[src/rtl/area_average_image_downscaler_core_defines.svh]
// Assertion macros used by the downscaler core RTL.
`ifndef AREA_AVERAGE_IMAGE_DOWNSCALER_CORE_DEFINES_SVH
`define AREA_AVERAGE_IMAGE_DOWNSCALER_CORE_DEFINES_SVH
`ifndef NO_ASSERTIONS
`define AAD_ASSERT_NOW(lbl, clk, rstn, a, b) \
    lbl: assert property (@(posedge clk) disable iff (!(rstn)) (a) |-> (b)) \
        else $error("assertion failed");
`define AAD_ASSERT_NEXT(lbl, clk, rstn, a, b) \
    lbl: assert property (@(posedge clk) disable iff (!(rstn)) (a) |=> (b)) \
        else $error("assertion failed");
`else
`define AAD_ASSERT_NOW(lbl, clk, rstn, a, b)
`define AAD_ASSERT_NEXT(lbl, clk, rstn, a, b)
`endif
`endif

[src/rtl/aad_pkg.sv]
package aad_pkg;

    localparam int DEF_MAX_SOURCE_WIDTH = 4096;
    localparam int DEF_MAX_SHRINK       = 4;
    localparam int DEF_CHANNEL_BITS     = 16;

    localparam int CFG_INDEX_BITS = 2;
    localparam int CFG_DATA_BITS  = 16;
    localparam int SRC_W_BITS     = 13;
    localparam int SRC_H_BITS     = 16;
    localparam int SHRINK_BITS    = 3;
    localparam int FIELD_BITS     = 16;
    localparam int OUT_COL_BITS   = 12;
    localparam int OUT_ROW_BITS   = 16;
    localparam int IN_DATA_BITS   = 48;
    localparam int OUT_DATA_BITS  = 80;

    localparam logic [CFG_INDEX_BITS-1:0] CFG_SOURCE_WIDTH  = 2'd0;
    localparam logic [CFG_INDEX_BITS-1:0] CFG_SOURCE_HEIGHT = 2'd1;
    localparam logic [CFG_INDEX_BITS-1:0] CFG_SHRINK        = 2'd2;

    localparam logic [SRC_W_BITS-1:0]  RST_SOURCE_WIDTH  = 13'd1;
    localparam logic [SRC_H_BITS-1:0]  RST_SOURCE_HEIGHT = 16'd1;
    localparam logic [SHRINK_BITS-1:0] RST_SHRINK        = 3'd2;

    typedef enum logic {
        FR_ACCEPT,
        FR_MERGE
    } front_state_t;

    typedef enum logic [1:0] {
        BK_IDLE,
        BK_DIV,
        BK_OUT
    } back_state_t;

    typedef struct packed {
        logic push;
        logic full;
        logic empty;
        logic pop;
    } queue_ctl_t;

endpackage

[src/rtl/aad_queue.sv]
module aad_queue import aad_pkg::*; #(
    parameter int WIDTH = 8
) (
    input  logic             aclk,
    input  logic             aresetn,
    input  logic             push,
    input  logic [WIDTH-1:0] push_data,
    input  logic             pop,
    output logic [WIDTH-1:0] pop_data,
    output logic             full,
    output logic             empty
);

    logic [WIDTH-1:0] entry_reg [2];
    logic             wr_ptr_reg, wr_ptr_next;
    logic             rd_ptr_reg, rd_ptr_next;
    logic [1:0]       count_reg, count_next;

    always_comb begin
        wr_ptr_next = push ? ~wr_ptr_reg : wr_ptr_reg;
        rd_ptr_next = pop ? ~rd_ptr_reg : rd_ptr_reg;
        count_next  = count_reg + 2'(push) - 2'(pop);
    end

    always_ff @(posedge aclk) begin
        if (!aresetn) begin
            wr_ptr_reg <= 1'b0;
            rd_ptr_reg <= 1'b0;
            count_reg  <= 2'd0;
        end else begin
            wr_ptr_reg <= wr_ptr_next;
            rd_ptr_reg <= rd_ptr_next;
            count_reg  <= count_next;
        end
    end

    always_ff @(posedge aclk) begin
        if (push) begin
            entry_reg[wr_ptr_reg] <= push_data;
        end
    end

    assign pop_data = entry_reg[rd_ptr_reg];
    assign full     = count_reg == 2'd2;
    assign empty    = count_reg == 2'd0;

endmodule

[config.mk]
export PLATFORM = sky130hd
export DESIGN_NAME = aad_queue
export DESIGN_NICKNAME = d
export VERILOG_FILES = /design/src/rtl/area_average_image_downscaler_core_defines.svh /design/src/rtl/aad_pkg.sv /design/src/rtl/aad_queue.sv
export SDC_FILE = /design/constraint.sdc
export NUM_CORES = 1
export LEC_CHECK = 0
export BUFFER_PORTS_ARGS = -buffer_cell sky130_fd_sc_hd__buf_2
export CORE_MARGIN = 2
export CORE_UTILIZATION = 48
export DETAILED_ROUTE_END_ITERATION = 16
export HOLD_SLACK_MARGIN = 0.06
export PLACE_DENSITY = 0.74
export SETUP_SLACK_MARGIN = 0.5
export SLEW_MARGIN = 25
export SYNTH_ARGS = -nofsm -noshare
export SYNTH_HDL_FRONTEND = slang
export SYNTH_SLANG_ARGS = --single-unit
[constraint.sdc]
create_clock -name aclk -period 3.7 [get_ports aclk]
set_input_delay 0.37 -clock aclk [delete_from_list [all_inputs] [get_ports aclk]]
set_output_delay 0.37 -clock aclk [all_outputs]
set_load 0.05 [all_outputs]
# == After elaboration in Yosys (flattened, before gate mapping) ==
# Memory sizes are Yosys's and may differ from the RTL's. A register that Yosys moved wholly into a read port is not among the register bits.
# Cells that the tools add are included.
# W data, S select, Z words.
# totals
regBits,4
mem_bits_rw,16
out_inout_bits,10
mem_count,1
# mem_list
memory,depth,width,rd,rd_ports_with_merged_regs,write_ports,line,text
entry_reg,2,8,1,1,1,aad_queue.sv:14,logic [WIDTH-1:0] entry_reg [2];
# op_classes
n_addsub,2
n_eq_ne,1
muxes,4
n_bitwise,2
n_reduce_logical,1
# ops
cell,count
$mux W1,4
$add A2 B1 Y2,1
$eq A2 B2 Y1 const B,1
$logic_not A2 Y1,1
$not A1 Y1,2
$sub A2 B1 Y2,1

# == Longest topological paths before layout ==
# depth
depth_word,3
ltp_mapped,6
ltp_nobuf,6

# == Least setup slack after synthesis ==
# Ideal clock, no wire load.
# synth_timing
kind,reg-to-output
start,register count_reg[1]
end,output full
t_arrival_ns,1.068
required_ns,3.330
path_slack_ns,2.262
path_stages_with_launch,2
path_buffers,0
cell_sequence,dfxtp_1 nor2b_1
# synth_via
elab_chain_cells,1
# synth_lines
item,line,text
start: declaration,aad_queue.sv:17,"logic [1:0] count_reg, count_next;"
start signal: assignment,aad_queue.sv:33,count_reg <= count_next;
$eq A2 B2 Y1,aad_queue.sv:44,assign full = count_reg == 2'd2;
end: declaration,aad_queue.sv:10,"output logic full,"
# No other way between the ends.

==> metrics.txt <==
Slew @ Worst Pin=0.722 ns; Clock Pin Slew Worst Setup and Hold Paths=0.10 ns; critical path's slowest cell=dfxtp_1; Post-CTS Setup Bufs=0; initial antenna violation count=0; Final setup viols=0; input/output buffers=21; Root Driver=clkbuf_4; worst vdd ir=327 uV; DRT Wirelength=1020 um; Yosys reg bits=21; worst hold path type=input port to flip-flop; clk_lat worst skew=0.29 ns; ANT nets after route=0; Initial Utilization=51.9%; maximum achievable frequency=0.563 GHz; depth of the CTS H-tree=1; r2r startpoint=wr_ptr_reg$_SDFFE_PN0P_; ANT cells=0; flop-to-flop setup slack=2.45 ns; Power Dens Cells=529 mW/mm2; Max FO, Critical Path=8; synthesized area per cell=17.4 um2; vias per inst=4.83; initial drt markers=3; Worst Setup Path Type=flip-flop to output port; clock buffer depth=2; post-layout min period=1.78 ns; Syn Nets=60; skew final=0.00332 ns; reg2reg end=entry_reg[0][6]$_DFFE_PP_; cells resized by post-CTS repair=0; crit path DAT=1.41 ns; Yosys cell types=12; setup_tns=0 ns; first-pass GRT wire length=1710 um; Detailed Place HPWL=789 um; Final Hold Fails=0; Die Span Y=44.8 um; total global routing overflow=0; DP Cell Count=82; crit share post-route=48.0%; max-slew violation count=0; CP Cell Sequence=mux2_2 > buf_2; vias in the first global route=447; die width=44.8 um; R2R depth=1; relative slew slack=51.8%; core area=0.00154 mm2; I/O pin cnt=22; power after layout=0.000501 W; final weighted congestion in routability-driven placement=0.667; max reg flops=16; synth warn=0; Std-Cell Rows=14; total of max-cap violations=0; Filler Cell Count=136; CTS tree=yes; wire length per cell=11.8 um; Post-route DRC=0; largest net degree at the start of global routing=12; Lkg Pwr=0.386 nW; Final nets=85; die area=0.00201 mm2; CP peak stage delay=0.53 ns; First-pass DRT Iterations=2; cts bufs inserted=3; via count=415; Synth Cell Area=801 um2; number of clock sinks=21; RSZ-0062 raised after global routing=false; status=completed; crit path capture=pop_data[5]; Post-CTS Hold Buffers=0; CP Launch Type=flip-flop; final non-filler cell total=86; Total GRT Usage=12.1%; layout cell share with drive strength beyond 1=45.7%; CP required=3.33 ns; Area Overhead vs Synth=18.3%; synthesized netlist cell count=46; post-synthesis sequential area ratio=72.5%; Crit. End Element=output port
[cells in the mapped netlist, drive strengths merged]
cell,count,area (um2)
dfxtp,5,100
o21a,1,7.51
and2,4,25.0
ha,2,25.0
edfxtp,16,480
nor2b,4,25.0
xor2,1,8.76
mux2,8,90.1
inv,2,7.51
nor2,1,3.75
xnor3,1,22.5
buf,1,5.00
[routing by layer]
metal  vias up  track usage [%]  share of wire [%]
met5         -                0                  0
met4         0             3.53                  0
met3         0             3.60                4.7
met2        10             22.0                 55
met1       194             13.7                 40
li1        211                -                  -
[metrics by stage]
step                      utilization (%)  instance area, um2  worst slack, ns  hold slack (ns)
after floorplan                         -                 801             2.26            0.469
after global placement               59.7                 921             2.23            0.563
after detailed placement             59.7                 921             2.22            0.564
after CTS                            61.4                 947             1.89            0.255
after global routing                 61.4                 947             1.82            0.244
final                                61.4                 947             1.92            0.264
[power breakdown]
| group | switching (W) | total (W) | leakage, nW | internal, W |
|---|---|---|---|---|
| sequential | 0.00000957 | 0.000281 | 0.192 | 0.000271 |
| combinational | 0.0000771 | 0.000118 | 0.179 | 0.0000413 |
| clock | 0.0000597 | 0.000101 | 0.0150 | 0.0000418 |
| total | 0.000146 | 0.000501 | 0.386 | 0.000355 |
[worst max-delay path: cells and delay by family (launching register included)]
kind / cells / cell delay [ns]
muxes: 1 / 0.38
buffers and inverters: 1 / 0.21
DFF: 1 / 0.53
[area by class of cell]
cell class | count | area [um2] | area share, %
clock buffer | 4 | 26.3 | 2.77
inverter | 2 | 7.51 | 0.793
sequential | 21 | 581 | 61.3
timing repair buffer | 21 | 105 | 11.1
multi-input combinational | 22 | 208 | 21.9
tap | 16 | 20.0 | 2.11
[logic make-up after synthesis]
logic type	Yosys count	share of synthesized area, %
and+or+nand+nor	9	6.72
adders and majority gates	2	3.12
AOI/OAI and AO/OA	1	0.938
xor gates and xnor gates	2	3.91
buffers and inverters	3	1.56
muxes	8	11.3
DFF	21	72.5
[cells in the final DEF (no fill, tap or decap)]
cell type,instances
buf_2,21
edfxtp_1,16
mux2_2,8
dfxtp_1,5
nor2b_1,4
and2_1,4
clkbuf_4,3
inv_1,2
ha_1,2
nor2_1,1
xor2_1,1
o21a_1,1
xnor3_1,1
clkbuf_1,1
[how the worst min path moves through the flow]
| stage | startpoint | endpoint | slack (ns) | depth (start not counted) |
|---|---|---|---|---|
| finish | push_data[7] | entry_reg[0][7]$_DFFE_PP_ | 0.26 | 1 |
| detailed placement | push_data[2] | entry_reg[0][2]$_DFFE_PP_ | 0.56 | 1 |
| global route | push_data[7] | entry_reg[0][7]$_DFFE_PP_ | 0.24 | 1 |
| CTS | push_data[2] | entry_reg[1][2]$_DFFE_PP_ | 0.26 | 1 |
| global placement | push_data[3] | entry_reg[1][3]$_DFFE_PP_ | 0.56 | 1 |
| floorplan | push_data[0] | entry_reg[0][0]$_DFFE_PP_ | 0.47 | 0 |
Power figures use the tool's default switching activity.
