## src/rtl/area_average_image_downscaler_core_defines.svh

```systemverilog
// Assertion macros used by the downscaler core RTL.
`ifndef AREA_AVERAGE_IMAGE_DOWNSCALER_CORE_DEFINES_SVH
`define AREA_AVERAGE_IMAGE_DOWNSCALER_CORE_DEFINES_SVH
`ifndef NO_ASSERTIONS
`define AAD_ASSERT_NOW(lbl, clk, rstn, a, b) \
    lbl: assert property (@(posedge clk) disable iff (!(rstn)) (a) |-> (b)) \
        else $error("assertion failed");
`define AAD_ASSERT_NEXT(lbl, clk, rstn, a, b) \
    lbl: assert property (@(posedge clk) disable iff (!(rstn)) (a) |=> (b)) \
        else $error("assertion failed");
`else
`define AAD_ASSERT_NOW(lbl, clk, rstn, a, b)
`define AAD_ASSERT_NEXT(lbl, clk, rstn, a, b)
`endif
`endif

```

## src/rtl/aad_pkg.sv

```systemverilog
package aad_pkg;

    localparam int DEF_MAX_SOURCE_WIDTH = 4096;
    localparam int DEF_MAX_SHRINK       = 4;
    localparam int DEF_CHANNEL_BITS     = 16;

    localparam int CFG_INDEX_BITS = 2;
    localparam int CFG_DATA_BITS  = 16;
    localparam int SRC_W_BITS     = 13;
    localparam int SRC_H_BITS     = 16;
    localparam int SHRINK_BITS    = 3;
    localparam int FIELD_BITS     = 16;
    localparam int OUT_COL_BITS   = 12;
    localparam int OUT_ROW_BITS   = 16;
    localparam int IN_DATA_BITS   = 48;
    localparam int OUT_DATA_BITS  = 80;

    localparam logic [CFG_INDEX_BITS-1:0] CFG_SOURCE_WIDTH  = 2'd0;
    localparam logic [CFG_INDEX_BITS-1:0] CFG_SOURCE_HEIGHT = 2'd1;
    localparam logic [CFG_INDEX_BITS-1:0] CFG_SHRINK        = 2'd2;

    localparam logic [SRC_W_BITS-1:0]  RST_SOURCE_WIDTH  = 13'd1;
    localparam logic [SRC_H_BITS-1:0]  RST_SOURCE_HEIGHT = 16'd1;
    localparam logic [SHRINK_BITS-1:0] RST_SHRINK        = 3'd2;

    typedef enum logic {
        FR_ACCEPT,
        FR_MERGE
    } front_state_t;

    typedef enum logic [1:0] {
        BK_IDLE,
        BK_DIV,
        BK_OUT
    } back_state_t;

    typedef struct packed {
        logic push;
        logic full;
        logic empty;
        logic pop;
    } queue_ctl_t;

endpackage

```

## src/rtl/aad_back.sv

```systemverilog
module aad_back import aad_pkg::*; #(
    parameter int MAX_SHRINK   = DEF_MAX_SHRINK,
    parameter int CHANNEL_BITS = DEF_CHANNEL_BITS,
    parameter int ENTRY_BITS   = 8
) (
    input  logic                     aclk,
    input  logic                     aresetn,
    input  logic                     q_empty,
    output logic                     q_pop,
    input  logic [ENTRY_BITS-1:0]    q_data,
    output logic                     m_tvalid,
    input  logic                     m_tready,
    output logic [OUT_DATA_BITS-1:0] m_tdata,
    output logic                     m_tlast
);

    localparam int CNT_BITS = $clog2(MAX_SHRINK * MAX_SHRINK + 1);
    localparam int SUM_BITS = CHANNEL_BITS + CNT_BITS;
    localparam int DVB      = SUM_BITS + 1;
    localparam int REM_BITS = CNT_BITS + 1;
    localparam int IT_BITS  = $clog2(DVB + 1);

    back_state_t state_reg, state_next;

    logic [REM_BITS+DVB-1:0] work_reg [3];
    logic [REM_BITS+DVB-1:0] work_next [3];
    logic [CNT_BITS-1:0]     count_reg;
    logic [IT_BITS-1:0]      iter_reg;
    logic [OUT_COL_BITS-1:0] ocol_reg;
    logic [OUT_ROW_BITS-1:0] orow_reg;
    logic                    flast_reg;
    logic [REM_BITS+DVB-1:0] shifted [3];
    logic [REM_BITS-1:0]     top [3];
    logic [CNT_BITS-1:0]     in_count;

    assign in_count = q_data[3*SUM_BITS +: CNT_BITS];

    always_comb begin
        unique case (state_reg)
            BK_IDLE: state_next = q_empty ? BK_IDLE : BK_DIV;
            BK_DIV:  state_next = (iter_reg == IT_BITS'(1)) ? BK_OUT : BK_DIV;
            BK_OUT:  state_next = m_tready ? BK_IDLE : BK_OUT;
            default: state_next = BK_IDLE;
        endcase
    end

    always_comb begin
        q_pop    = (state_reg == BK_IDLE) && !q_empty;
        m_tvalid = state_reg == BK_OUT;
    end

    always_comb begin
        for (int c = 0; c < 3; c++) begin
            shifted[c] = work_reg[c] << 1;
            top[c]     = shifted[c][REM_BITS+DVB-1:DVB];
            work_next[c] = shifted[c];
            if (top[c] >= REM_BITS'(count_reg)) begin
                work_next[c][REM_BITS+DVB-1:DVB] = top[c] - REM_BITS'(count_reg);
                work_next[c][0] = 1'b1;
            end
        end
    end

    always_ff @(posedge aclk) begin
        if (!aresetn) begin
            state_reg <= BK_IDLE;
        end else begin
            state_reg <= state_next;
        end
    end

    always_ff @(posedge aclk) begin
        if (q_pop) begin
            for (int c = 0; c < 3; c++) begin
                work_reg[c] <= {{REM_BITS{1'b0}},
                    DVB'(q_data[c*SUM_BITS +: SUM_BITS]) + DVB'(in_count >> 1)};
            end
            count_reg <= in_count;
            iter_reg  <= IT_BITS'(DVB);
            ocol_reg  <= q_data[3*SUM_BITS+CNT_BITS +: OUT_COL_BITS];
            orow_reg  <= q_data[3*SUM_BITS+CNT_BITS+OUT_COL_BITS +: OUT_ROW_BITS];
            flast_reg <= q_data[ENTRY_BITS-1];
        end else if (state_reg == BK_DIV) begin
            work_reg <= work_next;
            iter_reg <= iter_reg - IT_BITS'(1);
        end
    end

    always_comb begin
        m_tdata = '0;
        for (int c = 0; c < 3; c++) begin
            m_tdata[c*FIELD_BITS +: FIELD_BITS] = FIELD_BITS'(work_reg[c][CHANNEL_BITS-1:0]);
        end
        m_tdata[3*FIELD_BITS +: OUT_COL_BITS] = ocol_reg;
        m_tdata[3*FIELD_BITS+OUT_COL_BITS +: OUT_ROW_BITS] = orow_reg;
        m_tlast = flast_reg;
    end

endmodule

```

## config.mk

```make
export PLATFORM = sky130hd
export DESIGN_NAME = aad_back
export DESIGN_NICKNAME = d
export VERILOG_FILES = /design/src/rtl/area_average_image_downscaler_core_defines.svh /design/src/rtl/aad_pkg.sv /design/src/rtl/aad_back.sv
export SDC_FILE = /design/constraint.sdc
export NUM_CORES = 1
export LEC_CHECK = 0
export BUFFER_PORTS_ARGS = -buffer_cell sky130_fd_sc_hd__buf_2
export CAP_MARGIN = 20
export CORE_ASPECT_RATIO = 1.1
export CORE_MARGIN = 1
export CORE_UTILIZATION = 32
export DETAILED_ROUTE_END_ITERATION = 10
export PLACE_DENSITY = 0.79
export SLEW_MARGIN = 5
export SYNTH_ARGS = -nofsm -noshare
export SYNTH_HDL_FRONTEND = slang
export SYNTH_SLANG_ARGS = --single-unit
```

## constraint.sdc

```tcl
create_clock -name aclk -period 1.19 [get_ports aclk]
set_input_delay 0 -clock aclk [delete_from_list [all_inputs] [get_ports aclk]]
set_output_delay 0 -clock aclk [all_outputs]
set_load 0.01 [all_outputs]
```

After elaboration in Yosys (flattened, before gate mapping)
Cells that the tools add are included.
Widths: inputs -> output; s select.
{"block": "op_classes", "n_addsub": 1, "n_eq_ne": 3, "n_mux": 6, "reduce_logical": 4}
{"op": "$mux 72", "n": 2}
{"op": "$pmux 2 s3", "n": 1}
{"op": "$eq 5x1->1 const B", "n": 1}
{"op": "$sub 5x1->5 const B", "n": 1}
{"op": "$mux 2", "n": 2}
{"op": "$eq 2x1->1 const B", "n": 1}
{"op": "$eq 2x2->1 const B", "n": 1}
{"op": "$logic_not 2->1", "n": 1}
{"op": "$reduce_bool 2->1", "n": 1}
{"op": "$logic_and 1x1->1", "n": 1}
{"op": "$logic_not 1->1", "n": 1}
{"op": "$mux 1", "n": 1}
{"block": "totals", "register_bits": 80, "wordCells": 22}

Logic depth before layout (Yosys ltp)
{"block": "logic_depth", "depth_word": 3, "ltp_mapped": 5, "ltp_nobuf": 5}

Worst setup path before layout
OpenSTA, ideal clock, no wires.
{"block": "synth_timing", "kind": "register -> register", "start": "register state_reg[0]", "end": "register flast_reg, in the netlist m_tlast, enable pin", "arrival_time_ps": 922, "slack_ps": -40, "stages_incl_launch_ff": 4, "path_buffers": 1, "path_cell_list": "dfxtp_1 or3_1 buf_2 inv_1"}
{"block": "synth_between", "elab_chain_len": 2}
{"element": "start, declared", "line": "aad_back.sv:23", "rtl": "back_state_t state_reg, state_next;"}
{"element": "start signal, assigned", "line": "aad_back.sv:68", "rtl": "state_reg <= state_next;"}
{"element": "$logic_not 2->1", "line": "aad_back.sv:48", "rtl": "q_pop = (state_reg == BK_IDLE) && !q_empty;"}
{"element": "$logic_and 1x1->1", "line": "aad_back.sv:48"}
{"element": "named net q_pop", "line": "aad_back.sv:9", "rtl": "output logic q_pop,"}
{"element": "end signal, assigned", "line": "aad_back.sv:82", "rtl": "flast_reg <= q_data[ENTRY_BITS-1];"}
{"element": "end, declared", "line": "aad_back.sv:31", "rtl": "logic flast_reg;"}
The timed path passes the listed nets, and every way through them passes these cells.
A chain may end at the register's enable or synchronous reset.

Final worst setup path
{"block": "layout_timing", "start": "register iter_reg[0]", "end": "register iter_reg[4]"}
{"block": "layout_between", "elab_chain_len": 1}
{"element": "start, declared", "line": "aad_back.sv:28", "rtl": "logic [IT_BITS-1:0] iter_reg;"}
{"element": "start signal, assigned", "line": "aad_back.sv:79", "rtl": "iter_reg <= IT_BITS'(DVB);"}
{"element": "start signal, assigned", "line": "aad_back.sv:85", "rtl": "iter_reg <= iter_reg - IT_BITS'(1);"}
{"element": "$sub 5x1->5", "line": "aad_back.sv:85"}
Every way passes these cells.

==> metrics.txt <==
# TYPE chip_impl_metric gauge
chip_impl_metric{name="antenna-diode-count",unit=""} 0
chip_impl_metric{name="layout-drive-gt1-share",unit=""} 0.207
chip_impl_metric{name="routabilityCongestion",unit=""} 0.706
chip_impl_info{name="cp-start-kind",value="flop"} 1
chip_impl_metric{name="final_antenna_violating_net_count",unit=""} 0
chip_impl_metric{name="number_of_failing_setup_endpoints_in_the_final_timing_report",unit=""} 1
chip_impl_metric{name="fp.dieW",unit="um"} 54.3
chip_impl_info{name="netlist.top_cell.by_area",value="sky130_fd_sc_hd__buf_4"} 1
chip_impl_metric{name="grt_usage",unit=""} 0.0697
chip_impl_info{name="final_cell_mix",value="sky130_fd_sc_hd__conb_1, sky130_fd_sc_hd__buf_4, sky130_fd_sc_hd__buf_2, sky130_fd_sc_hd__dfxtp_1"} 1
chip_impl_metric{name="clock_insertion_delay_worst_skew",unit="ps"} 270
chip_impl_metric{name="wl",unit="mm"} 1.12
chip_impl_info{name="synth_top_cells_by_area",value="sky130_fd_sc_hd__buf_4, sky130_fd_sc_hd__dfxtp_1, sky130_fd_sc_hd__edfxtp_1, sky130_fd_sc_hd__ha_1, sky130_fd_sc_hd__inv_1"} 1
chip_impl_metric{name="area.growth.synth_to_final",unit="%"} -7.01
chip_impl_metric{name="grt_max_degree",unit=""} 6
chip_impl_metric{name="worst_clock_skew",unit="ps"} 7.91
chip_impl_metric{name="largest_register_ff_count",unit=""} 5
chip_impl_info{name="cp_cell_sequence",value="inv_1 -> ha_1 -> nand3b_1 -> or4_1 -> nand3_1"} 1
chip_impl_metric{name="synth_cell_types",unit=""} 26
chip_impl_metric{name="antenna_violations_before_repair",unit=""} 0
chip_impl_metric{name="worst_path_largest_cell_delay",unit="ps"} 400
chip_impl_metric{name="p_int",unit="uW"} 531
chip_impl_metric{name="period_share",unit=""} 1.00
chip_impl_info{name="critical_path.endpoint_type",value="flop"} 1
chip_impl_metric{name="port_buffers",unit=""} 7
chip_impl_metric{name="dr_total_vias",unit=""} 547
chip_impl_metric{name="die_h",unit="um"} 59.6
chip_impl_info{name="cpLargestDelayFamily",value="simple AND/OR/NAND/NOR gates"} 1
chip_impl_metric{name="firstDrtPassIters",unit=""} 4
chip_impl_metric{name="grt.overflow.total",unit=""} 0
chip_impl_metric{name="htree_levels",unit=""} 1
chip_impl_metric{name="drc",unit=""} 0
chip_impl_metric{name="clock_tree.buffer_depth",unit=""} 2
chip_impl_metric{name="design.portCount",unit=""} 95
chip_impl_info{name="min-delay-path-class",value="in2reg"} 1
chip_impl_metric{name="std_cell_rows",unit=""} 20
chip_impl_metric{name="power.ir.vdd_worst",unit="mV"} 0.626
chip_impl_metric{name="coreArea",unit="um2"} 2800
chip_impl_metric{name="grt_pass1_vias",unit=""} 374
chip_impl_metric{name="path_clk_slew",unit="ps"} 60
chip_impl_metric{name="ys.warnings.count",unit=""} 0
chip_impl_metric{name="power.clock.fraction",unit=""} 0.284
chip_impl_metric{name="worst_slack",unit="ps"} -0.657
chip_impl_metric{name="synth_top_area_share",unit=""} 0.623
chip_impl_metric{name="post-place-ws",unit="ps"} -108
chip_impl_metric{name="critPathArrivalTime",unit="ps"} 1400
chip_impl_metric{name="die-area",unit="um2"} 3230
chip_impl_metric{name="synthesis.area",unit="um2"} 963
chip_impl_metric{name="worst_hold_slack",unit="ps"} 86.0
chip_impl_metric{name="max_clock_freq",unit="MHz"} 840
chip_impl_metric{name="sequential_cell_area",unit="um2"} 174
chip_impl_metric{name="start_util",unit=""} 0.344
chip_impl_metric{name="cellPowerDensity",unit="nW/um2"} 944
chip_impl_metric{name="wl_per_cell",unit="um"} 6.50
chip_impl_info{name="worst_path_max_delay_cell",value="sky130_fd_sc_hd__or4_1"} 1
chip_impl_metric{name="detailed_place_hpwl",unit="um"} 877
chip_impl_metric{name="post_route_standard_cell_area_excluding_fillers",unit="um2"} 896
chip_impl_metric{name="p_comb_frac",unit=""} 0.330
chip_impl_metric{name="power_frac_seq",unit=""} 0.387
chip_impl_metric{name="worst_ep_required_time",unit="ps"} 1400
chip_impl_info{name="ctsRootBufferMaster",value="sky130_fd_sc_hd__clkbuf_4"} 1
chip_impl_metric{name="placed_cell_area",unit="um2"} 798
chip_impl_metric{name="place_inst",unit=""} 165
chip_impl_metric{name="avgSynthCellArea",unit="um2"} 8.16
chip_impl_metric{name="cellLeakagePower",unit="uW"} 0.000511
chip_impl_metric{name="path_buf_inv",unit=""} 1
chip_impl_metric{name="drt-initial-drc-count",unit=""} 7
chip_impl_metric{name="timing_max_transition_violations_final",unit=""} 0
chip_impl_metric{name="total_switching_power",unit="uW"} 315
chip_impl_info{name="rsz0062_at_grt",value="true"} 1
chip_impl_metric{name="hold_viol_final",unit=""} 0
chip_impl_metric{name="cts_made_buffers",unit=""} 3
chip_impl_metric{name="synth_seq_cells",unit=""} 8
chip_impl_metric{name="finish.cell_count_without_fillers",unit=""} 173
chip_impl_metric{name="multiInputGateArea",unit="um2"} 492
chip_impl_info{name="cts_tree",value="built"} 1
chip_impl_metric{name="synthesis.instances",unit=""} 118
chip_impl_info{name="violated_checks",value="negative setup slack"} 1
chip_impl_metric{name="clock_sinks",unit=""} 8
chip_impl_info{name="run_status",value="finished with violations"} 1
chip_impl_metric{name="finish.net_count",unit=""} 155
chip_impl_metric{name="worstPathMaxFanout",unit=""} 4
chip_impl_metric{name="timing.setup.tns",unit="ps"} -0.657
chip_impl_metric{name="maxCapViolations",unit=""} 0
chip_impl_metric{name="p_sw_frac",unit=""} 0.372
chip_impl_info{name="layout_commonest_cell",value="sky130_fd_sc_hd__conb_1"} 1
chip_impl_metric{name="detail_route.vias_per_cell",unit=""} 3.16
chip_impl_metric{name="n_fill_cell",unit=""} 298
chip_impl_metric{name="min_period",unit="ps"} 1190
chip_impl_info{name="crit_type",value="reg2reg"} 1
chip_impl_metric{name="grt_first_pass_wirelength",unit="mm"} 1.46
chip_impl_metric{name="yosysSeqAreaShare",unit=""} 0.177
==> power groups by stage <==
stage                     sequential, uW  clock [uW]  combinational (uW)
after detailed placement             323           0                 247
after floorplan                      327           0                 369
after global routing                 329         254                 313
after CTS                            323         249                 270
final                                327         240                 279
after global placement               322           0                 244
==> layout make-up <==
cell class / instances / area share
repair buffers: 20 / 0.165
multi-input cells: 104 / 0.549
flip-flops and latches: 8 / 0.194
well taps: 33 / 0.0461
clock buffers: 4 / 0.0293
inverters: 4 / 0.0168
==> metrics by stage <==
stage | total power (uW) | utilization
4_1_cts | 841 | 0.317
3_3_place_gp | 565 | 0.285
2_1_floorplan | 696 | -
5_1_grt | 896 | 0.320
6_report | 846 | 0.320
3_5_place_dp | 570 | 0.285
==> per-layer routing <==
metal / share of wire / track usage / up-vias
li1: - / - / 251
met1: 0.30 / 0.0556 / 236
met2: 0.52 / 0.120 / 55
met3: 0.16 / 0.0462 / 5
met4: 0.020 / 0.0440 / 0
met5: 0 / 0 / -
==> synth_stat cells, drive strengths merged <==
cell,n
a22oi,1
and2,1
and2b,1
buf,81
conb,1
dfxtp,7
edfxtp,1
ha,2
inv,4
mux2i,1
nand2,3
nand2b,1
nand3,1
nand3b,1
nor2,1
nor2b,2
nor4,1
nor4b,1
o211ai,1
o21ai,1
o31ai,1
or3,1
or4,1
xnor2,1
xor2,1
==> tightest hold or removal path: stages <==
cell and delay (ps):
sky130_fd_sc_hd__buf_2 100, sky130_fd_sc_hd__inv_1 40, sky130_fd_sc_hd__a22oi_1 70, sky130_fd_sc_hd__nor2b_1 100
==> cells by family after synthesis <==
logic type	share of synthesized area
XOR/XNOR	0.0182
flip-flops	0.177
adder cells (fa/ha/maj)	0.0260
other	0.00389
multiplexers	0.0104
buffers and inverters	0.644
AO/OA/AOI/OAI	0.0286
AND/OR/NAND/NOR	0.0922
==> worst paths after layout <==
check	from	end	slack [ps]	cells past startpoint
setup / recovery	iter_reg[0]	iter_reg[4]	-0.7	5
hold / removal	m_tready	state_reg[1]	90	4
setup reg to reg	iter_reg[0]	iter_reg[4]	-0.7	5
hold reg to reg	iter_reg[4]	iter_reg[4]	540	2
==> timing repair <==
item / in CTS / in global routing
pin swaps: 1 / 1
hold endpoints to repair: 3 / 0
endpoints found under the setup margin: 4 / 6
hold buffers: 2 / 0
gates resized for setup: 6 / 4
setup buffers: 3 / 0
Power figures use the tool's default switching activity.
